<file path="src/design/rth_pkg.sv">
package rth_pkg;

    // channel and result widths
    localparam int CHAN_W  = 8;
    localparam int SUM_W   = 9;
    localparam int DIFF_W  = 9;
    localparam int HUE_W   = 9;
    localparam int SAT_W   = 7;
    localparam int LIGHT_W = 7;

    // divider geometry: one quotient bit per stage
    localparam int QUO_W   = 9;
    localparam int HNUM_W  = 18;
    localparam int SNUM_W  = 17;
    localparam int DEN_W   = 9;
    localparam int TERM_W  = 17;

    // lightness: floor((20*sum + 51) / 102) by exact reciprocal
    localparam int LX_W        = 14;
    localparam int LIGHT_SCALE = 20;
    localparam int LIGHT_BIAS  = 51;
    localparam int LIGHT_RECIP = 20561;
    localparam int LIGHT_SHIFT = 21;
    localparam int PROD_W      = 29;

    // hue and saturation constants
    localparam int HUE_STEP  = 60;
    localparam int SEXT_W    = 120;
    localparam int SAT_SCALE = 200;
    localparam int HUE_MAX   = 360;
    localparam int PCT_MAX   = 100;

    // start to strobe, in clocks
    localparam int LATENCY = QUO_W + 3;

    typedef enum logic [1:0] {
        HB_0,
        HB_120,
        HB_240,
        HB_360
    } t_hue_base;

    typedef struct packed {
        logic              grey;
        logic [HNUM_W-1:0] hrem;
        logic [DEN_W-1:0]  hden;
        logic [SNUM_W-1:0] srem;
        logic [DEN_W-1:0]  sden;
        logic [QUO_W-1:0]  hq;
        logic [QUO_W-1:0]  sq;
        logic [LIGHT_W-1:0] light;
    } t_div_stage;

endpackage

</file>
<file path="src/design/rgb_to_hsl_core.sv">
// rgb to hsl pixel converter. one rgb word of three 8-bit channels is taken at every
// clock edge where start is high; busy never rises, so a new pixel may follow in
// every cycle. the matching hsl word (hue 0..360 degrees, saturation and lightness
// 0..100 percent, all rounded half up) appears on the o_ ports for exactly one cycle
// with o_strobe high, in input order. the receiver cannot stall the block and must
// take each word in the cycle it is shown. the pipeline is the two stages of min/max
// and numerator setup, a nine-stage restoring divider (one quotient bit per stage)
// that serves hue and saturation side by side, and the output register.
module rgb_to_hsl_core (
    input  logic                         i_clk,
    input  logic                         i_rst_n,
    input  logic                         start,
    output logic                         busy,
    input  logic [rth_pkg::CHAN_W-1:0]   i_red_in,
    input  logic [rth_pkg::CHAN_W-1:0]   i_green_in,
    input  logic [rth_pkg::CHAN_W-1:0]   i_blue_in,
    output logic                         o_strobe,
    output logic [rth_pkg::HUE_W-1:0]    o_hue_deg,
    output logic [rth_pkg::SAT_W-1:0]    o_sat_pct,
    output logic [rth_pkg::LIGHT_W-1:0]  o_light_pct
);

    localparam int QW = rth_pkg::QUO_W;

    // ---------------------------------------------------------------
    // stage 1: max, min, spread and which channel leads
    // ---------------------------------------------------------------
    logic                                n_v1;
    logic [rth_pkg::CHAN_W-1:0]          n_mx, n_mn;
    logic [rth_pkg::CHAN_W-1:0]          n_d1;
    logic [rth_pkg::SUM_W-1:0]           n_sum1;
    logic signed [rth_pkg::DIFF_W-1:0]   n_diff1;
    rth_pkg::t_hue_base                  n_base1;

    logic                                r_v1;
    logic [rth_pkg::CHAN_W-1:0]          r_d1;
    logic [rth_pkg::SUM_W-1:0]           r_sum1;
    logic signed [rth_pkg::DIFF_W-1:0]   r_diff1;
    rth_pkg::t_hue_base                  r_base1;

    assign busy = 1'b0;
    assign n_v1 = start && !busy;

    always_comb begin
        n_mx = i_red_in;
        n_mn = i_red_in;
        if (i_green_in > n_mx) n_mx = i_green_in;
        if (i_blue_in > n_mx)  n_mx = i_blue_in;
        if (i_green_in < n_mn) n_mn = i_green_in;
        if (i_blue_in < n_mn)  n_mn = i_blue_in;
        n_d1   = n_mx - n_mn;
        n_sum1 = rth_pkg::SUM_W'(n_mx) + rth_pkg::SUM_W'(n_mn);

        // ties: red over green, green over blue
        if (i_red_in >= i_green_in && i_red_in >= i_blue_in) begin
            n_diff1 = {1'b0, i_green_in} - {1'b0, i_blue_in};
            n_base1 = (i_green_in < i_blue_in) ? rth_pkg::HB_360 : rth_pkg::HB_0;
        end else if (i_green_in >= i_blue_in) begin
            n_diff1 = {1'b0, i_blue_in} - {1'b0, i_red_in};
            n_base1 = rth_pkg::HB_120;
        end else begin
            n_diff1 = {1'b0, i_red_in} - {1'b0, i_green_in};
            n_base1 = rth_pkg::HB_240;
        end
    end

    // ---------------------------------------------------------------
    // stage 2: numerators and divisors
    // hue:  (2n + d) / 2d,  n = 60*diff + sextant base * d
    // sat:  (200d + den) / 2den
    // light numerator 20*sum + 51, divided by 102 one stage later
    // ---------------------------------------------------------------
    logic [rth_pkg::TERM_W-1:0]          base_term;
    logic signed [rth_pkg::HNUM_W:0]     hue_n;
    logic [rth_pkg::DEN_W-1:0]           sat_den;
    rth_pkg::t_div_stage                 n_st0;
    rth_pkg::t_div_stage                 n_st [1:QW];
    logic [rth_pkg::LX_W-1:0]            n_lx;

    always_comb begin
        case (r_base1)
            rth_pkg::HB_0:   base_term = '0;
            rth_pkg::HB_120: base_term = rth_pkg::TERM_W'(r_d1) *
                                         rth_pkg::TERM_W'(rth_pkg::SEXT_W);
            rth_pkg::HB_240: base_term = rth_pkg::TERM_W'(r_d1) *
                                         rth_pkg::TERM_W'(2 * rth_pkg::SEXT_W);
            rth_pkg::HB_360: base_term = rth_pkg::TERM_W'(r_d1) *
                                         rth_pkg::TERM_W'(3 * rth_pkg::SEXT_W);
            default:         base_term = '0;
        endcase

        // never negative: the leading channel bounds diff by d
        hue_n = (rth_pkg::HNUM_W+1)'(r_diff1) *
                    (rth_pkg::HNUM_W+1)'(signed'(rth_pkg::HUE_STEP))
              + signed'({2'b00, base_term});

        sat_den = r_sum1[rth_pkg::SUM_W-1] ?
                  (rth_pkg::DEN_W'(2 * 255) - r_sum1) : r_sum1;

        n_st0.grey  = (r_d1 == '0);
        n_st0.hrem  = {hue_n[rth_pkg::HNUM_W-2:0], 1'b0} + rth_pkg::HNUM_W'(r_d1);
        n_st0.hden  = {r_d1, 1'b0};
        n_st0.srem  = rth_pkg::SNUM_W'(r_d1) * rth_pkg::SNUM_W'(rth_pkg::SAT_SCALE)
                    + rth_pkg::SNUM_W'(sat_den);
        n_st0.sden  = {sat_den[rth_pkg::DEN_W-2:0], 1'b0};
        n_st0.hq    = '0;
        n_st0.sq    = '0;
        n_st0.light = '0;

        n_lx = rth_pkg::LX_W'(r_sum1) * rth_pkg::LX_W'(rth_pkg::LIGHT_SCALE)
             + rth_pkg::LX_W'(rth_pkg::LIGHT_BIAS);
    end

    // ---------------------------------------------------------------
    // divider stages: restoring, msb first, hue and sat in parallel
    // ---------------------------------------------------------------
    logic [QW:0]                         r_dv;
    rth_pkg::t_div_stage                 r_st [0:QW];
    logic [rth_pkg::LX_W-1:0]            r_lx;
    logic [rth_pkg::PROD_W-1:0]          light_prod;

    always_comb begin
        logic [rth_pkg::HNUM_W-1:0] hsh;
        logic [rth_pkg::SNUM_W-1:0] ssh;
        for (int k = 0; k < QW; k++) begin
            n_st[k+1] = r_st[k];
            hsh = rth_pkg::HNUM_W'(r_st[k].hden) << (QW - 1 - k);
            ssh = rth_pkg::SNUM_W'(r_st[k].sden) << (QW - 1 - k);
            if (r_st[k].hrem >= hsh) begin
                n_st[k+1].hrem          = r_st[k].hrem - hsh;
                n_st[k+1].hq[QW-1-k]    = 1'b1;
            end
            if (r_st[k].srem >= ssh) begin
                n_st[k+1].srem          = r_st[k].srem - ssh;
                n_st[k+1].sq[QW-1-k]    = 1'b1;
            end
        end
        // lightness rides the first divider stage: exact reciprocal of 102
        light_prod = rth_pkg::PROD_W'(r_lx) * rth_pkg::PROD_W'(rth_pkg::LIGHT_RECIP);
        n_st[1].light = light_prod[rth_pkg::LIGHT_SHIFT +: rth_pkg::LIGHT_W];
    end

    // ---------------------------------------------------------------
    // output: grey override and clamps
    // ---------------------------------------------------------------
    logic [rth_pkg::HUE_W-1:0]   n_hue;
    logic [rth_pkg::SAT_W-1:0]   n_sat;
    logic [rth_pkg::LIGHT_W-1:0] n_light;

    always_comb begin
        if (r_st[QW].grey) begin
            n_hue = '0;
            n_sat = '0;
        end else begin
            n_hue = (r_st[QW].hq > rth_pkg::QUO_W'(rth_pkg::HUE_MAX)) ?
                    rth_pkg::HUE_W'(rth_pkg::HUE_MAX) : rth_pkg::HUE_W'(r_st[QW].hq);
            n_sat = (r_st[QW].sq > rth_pkg::QUO_W'(rth_pkg::PCT_MAX)) ?
                    rth_pkg::SAT_W'(rth_pkg::PCT_MAX) : r_st[QW].sq[rth_pkg::SAT_W-1:0];
        end
        n_light = (r_st[QW].light > rth_pkg::LIGHT_W'(rth_pkg::PCT_MAX)) ?
                  rth_pkg::LIGHT_W'(rth_pkg::PCT_MAX) : r_st[QW].light;
    end

    logic                        r_out_v;
    logic [rth_pkg::HUE_W-1:0]   r_hue;
    logic [rth_pkg::SAT_W-1:0]   r_sat;
    logic [rth_pkg::LIGHT_W-1:0] r_light;

    // valid bits
    always_ff @(posedge i_clk) begin
        if (!i_rst_n) begin
            r_v1    <= 1'b0;
            r_dv    <= '0;
            r_out_v <= 1'b0;
        end else begin
            r_v1    <= n_v1;
            r_dv    <= {r_dv[QW-1:0], r_v1};
            r_out_v <= r_dv[QW];
        end
    end

    // payload
    always_ff @(posedge i_clk) begin
        r_d1    <= n_d1;
        r_sum1  <= n_sum1;
        r_diff1 <= n_diff1;
        r_base1 <= n_base1;
        r_lx    <= n_lx;
        r_st[0] <= n_st0;
        for (int k = 1; k <= QW; k++) begin
            r_st[k] <= n_st[k];
        end
        r_hue   <= n_hue;
        r_sat   <= n_sat;
        r_light <= n_light;
    end

    assign o_strobe    = r_out_v;
    assign o_hue_deg   = r_hue;
    assign o_sat_pct   = r_sat;
    assign o_light_pct = r_light;

    // ---------------------------------------------------------------
    // checks
    // ---------------------------------------------------------------
    a_latency: assert property (@(posedge i_clk) disable iff (!i_rst_n)
        start |-> ##(rth_pkg::LATENCY) o_strobe)
        else $error("word lost in pipeline");

    a_div_rem: assert property (@(posedge i_clk) disable iff (!i_rst_n)
        r_dv[QW] && !r_st[QW].grey |->
            r_st[QW].hrem < rth_pkg::HNUM_W'(r_st[QW].hden) &&
            r_st[QW].srem < rth_pkg::SNUM_W'(r_st[QW].sden))
        else $error("divider remainder not reduced");

    a_range: assert property (@(posedge i_clk) disable iff (!i_rst_n)
        o_strobe |-> o_hue_deg <= rth_pkg::HUE_W'(rth_pkg::HUE_MAX) &&
                     o_sat_pct <= rth_pkg::SAT_W'(rth_pkg::PCT_MAX) &&
                     o_light_pct <= rth_pkg::LIGHT_W'(rth_pkg::PCT_MAX))
        else $error("result out of range");

endmodule

</file>
<file path="config.mk">
export PLATFORM = sky130hd
export DESIGN_NAME = rgb_to_hsl_core
export DESIGN_NICKNAME = d
export VERILOG_FILES = /design/src/design/rth_pkg.sv /design/src/design/rgb_to_hsl_core.sv
export SDC_FILE = /design/constraint.sdc
export NUM_CORES = 1
export LEC_CHECK = 0
export ABC_AREA = 1
export BUFFER_PORTS_ARGS = -buffer_cell sky130_fd_sc_hd__buf_2
export CAP_MARGIN = 40
export CORE_MARGIN = 1
export CORE_UTILIZATION = 49
export DETAILED_ROUTE_END_ITERATION = 12
export HOLD_SLACK_MARGIN = 0.1
export SYNTH_ARGS = -nofsm -noshare
export SYNTH_HDL_FRONTEND = slang
export SYNTH_SLANG_ARGS = --single-unit
</file>
<file path="constraint.sdc">
create_clock -name i_clk -period 5.8 [get_ports i_clk]
set_input_delay 1.16 -clock i_clk [delete_from_list [all_inputs] [get_ports i_clk]]
set_output_delay 1.16 -clock i_clk [all_outputs]
set_load 0.02 [all_outputs]
</file>
==> flow_summary.ini <==
[route]
route.vias.total = 23600
via_per_inst = 4.88
routed_wl_um = 62600
drt-initial-drc-count = 955
firstDrtPassIters = 5
wl_per_cell_um = 12.9
drc = 0
detail-route-antenna-nets = 0

[global_route]
globalRouteOverflowTotal = 0
largest_net_degree_at_the_start_of_global_routing = 21
antenna_violations_before_repair = 0
first_global_vias = 23200
grt_resource_usage_total = 0.191
first_pass_grt_wire_length_um = 107000

[synthesis]
yosys_synthesis_warning_count = 0
synth_top_cell_by_area = sky130_fd_sc_hd__dfxtp_1
most_repeated_cell_in_the_gate_level_netlist_after_synthesis = sky130_fd_sc_hd__dfxtp_1
post_synth.cell_area_avg_sq_um = 8.52
ys_async_sr_fraction = 0
seq_area_frac_synth = 0.390
synthTopCellsByArea = sky130_fd_sc_hd__dfxtp_1, sky130_fd_sc_hd__ha_1, sky130_fd_sc_hd__nand2_1, sky130_fd_sc_hd__inv_1, sky130_fd_sc_hd__fa_1
yosysTopAreaCellShare = 0.390
synth-seq-cells = 634
synthesis.area_sq_mm = 0.0326
netlist_top_cells_count = sky130_fd_sc_hd__dfxtp_1, sky130_fd_sc_hd__nand2_1, sky130_fd_sc_hd__inv_1
post_synth_net_total = 4351
synth-edff-count = 0
synthesis.instances = 3824
main_synth_ff_type = sky130_fd_sc_hd__dfxtp_1
synth_cell_type_count = 52

[critical_path]
worstPathBufferInverterCount = 3
worst_path_largest_cell_delay_ns = 0.61
crit_top_cell = sky130_fd_sc_hd__nand2_1
crit_path_top_delay_cell = sky130_fd_sc_hd__dfxtp_1
critical_path.startpoint_type = flip-flop
timing.setup.critical_path_class = flip-flop to flip-flop
critPathMaxFanout = 6
series_of_cell_instances_along_the_critical_path = inv_1 > fa_1 > fa_1 > inv_1 > ha_1 > a21o_1 > a31oi_1 > xor2_1 > o221ai_1 > ha_1 > a21oi_1 > nor2_1 > nor2_1 > nand2_1 > xor2_1 > inv_1 > nor4_1 > nand2_1 > nand2_1 > nand2_1
worstPathRequired_ns = 6.28
endpoint_kind = flip-flop
cp_top_family = adder cells
worstPathArrival_ns = 5.54

[sta]
relSlewSlack = 0.498
rsz0062_at_grt = false
setup_viol = 0
timing_worst_slew_pin_value_ns = 0.751
max_freq_mhz = 198
layout_worst_path_cycle_share = 0.871
totalNegativeSetupSlack_ns = 0
report.final.slew_viol_count = 0
finalWorstPathRequiredPeriod_ns = 5.05
clock-skew-final_ns = 0.0164
final-hold-violation-count = 0

[cells_and_area]
finish.instance_area_sq_mm = 0.0362
final_layout_size_suffix_gt1_frac = 0.0538
area_delta_synth_final_pct = 11.1
nets = 4455
layout_fillers = 6202
insertedDiodeCount = 0

[job]
max-cap-violations = 0

[worst_hold_path]
hold_class = flip-flop to flip-flop

[floorplanning]
die_w_um = 260
die_y_um = 260
design.die.area_sq_mm = 0.0675
floorplan.core_area_sq_mm = 0.0657
rows = 94
io_pins = 52
starting_density_of_the_core = 0.495

[clock_tree]
h_tree_lvls = 3
clock_tree_from_tritoncts = built
post_cts_hold_buffer_count = 0
clk_transition_reported_paths_ns = 0.06
clock-sinks = 634
cts_root_buf = sky130_fd_sc_hd__clkbuf_16
post_cts_buffers = 0
cts_max_path_buffers = 3
worst_skew_pair.late_latency_ns = 0.59
cts_resized = 0
cts-buffers-inserted = 68

[outcome]
result_of_the_run = finished, final reports clean

[place]
gp_congestion = 0.915
detailed_place.area_sq_mm = 0.0339
detailedPlacementHpwl_um = 50900
portBuffers = 50
-- cell usage in the layout, fill, tap and decap left out, types with 8 or more instances in the layout --
cell | netlist | routed
sky130_fd_sc_hd__nand3_1 | 133 | 133
sky130_fd_sc_hd__buf_4 | 4 | 18
sky130_fd_sc_hd__o21bai_1 | 18 | 18
sky130_fd_sc_hd__a31oi_1 | 20 | 20
sky130_fd_sc_hd__clkbuf_16 | 0 | 70
sky130_fd_sc_hd__inv_1 | 618 | 618
sky130_fd_sc_hd__o211ai_1 | 16 | 16
sky130_fd_sc_hd__a21oi_1 | 266 | 266
sky130_fd_sc_hd__ha_1 | 421 | 421
sky130_fd_sc_hd__nand4_1 | 43 | 43
sky130_fd_sc_hd__or2_2 | 20 | 20
sky130_fd_sc_hd__clkbuf_8 | 0 | 10
sky130_fd_sc_hd__bufinv_16 | 0 | 8
sky130_fd_sc_hd__nor3_1 | 44 | 44
sky130_fd_sc_hd__xor2_1 | 149 | 149
sky130_fd_sc_hd__dfxtp_1 | 634 | 634
sky130_fd_sc_hd__nand3b_1 | 16 | 16
sky130_fd_sc_hd__nor2_1 | 252 | 252
sky130_fd_sc_hd__buf_2 | 12 | 50
sky130_fd_sc_hd__o31ai_1 | 12 | 12
sky130_fd_sc_hd__fa_1 | 79 | 79
sky130_fd_sc_hd__xnor2_1 | 84 | 84
sky130_fd_sc_hd__clkinv_2 | 0 | 13
sky130_fd_sc_hd__nor4_1 | 36 | 36
sky130_fd_sc_hd__o21ai_0 | 202 | 202
sky130_fd_sc_hd__nand2_1 | 633 | 633
sky130_fd_sc_hd__a211oi_1 | 9 | 9
sky130_fd_sc_hd__a21o_1 | 19 | 19
-- path summary, 6_finish.rpt --
| kind | start | endpoint | slack [ns] | depth (start not counted) |
|---|---|---|---|---|
| min reg2reg | r_st[2][6] | r_st[3][6] | 0.32 | 0 |
| min | r_st[2][6] | r_st[3][6] | 0.32 | 0 |
| max reg2reg | r_d1[3] | r_st[0][74] | 0.75 | 20 |
| max | r_d1[3] | r_st[0][74] | 0.75 | 20 |
-- logic make-up (layout without fill, tap and decap cells) --
family | count (synthesis) | after routing | synth area share
fa+ha+maj | 500 | 500 | 0.210
buf+inv | 655 | 807 | 0.0771
flops | 634 | 634 | 0.390
other cells | 1 | 1 | 0.000115
compound gates | 604 | 604 | 0.103
mux | 1 | 1 | 0.000346
xor+xnor | 233 | 233 | 0.0627
simple gates | 1196 | 1196 | 0.157
-- registers in the layout (all words and copies together), names as in the netlist, 2 cells and up --
name / cells
r_st: 560
r_lx: 12
r_dv: 10
o_hue_deg: 9
r_diff1: 9
r_sum1: 9
o_light_pct: 7
o_sat_pct: 7
r_d1: 7
r_base1: 2
-- through the flow --
step	hold slack [ns]	setup WS [ns]	util	std cells
floorplan	0.310	0.433	-	3824
global placement	0.310	0.224	0.515	4720
detailed placement	0.312	0.165	0.515	4722
CTS	0.321	0.763	0.550	4840
global route	0.325	0.168	0.550	4840
finish	0.322	0.747	0.550	4840
-- cell type report --
| cell class | count | area (sq um) | share of cell area |
|---|---|---|---|
| sequential | 634 | 12700 | 0.351 |
| clock buffer | 87 | 1920 | 0.0529 |
| tap | 864 | 1080 | 0.0299 |
| inverter | 621 | 2330 | 0.0644 |
| timing repair buffer | 68 | 385 | 0.0107 |
| multi-input combinational | 2535 | 17400 | 0.480 |
| clock inverter | 31 | 413 | 0.0114 |
-- routing by layer --
metal / part of all wire / vias up / track usage
met3: 0.026 / 103 / 0.0245
li1: - / 12700 / -
met1: 0.44 / 10600 / 0.222
met2: 0.51 / 264 / 0.356
met4: 0.026 / 0 / 0.0645
met5: 0 / - / 0
Power is not shown: default switching activity piles up to over one toggle a cycle in this logic, so the estimate is an artifact.
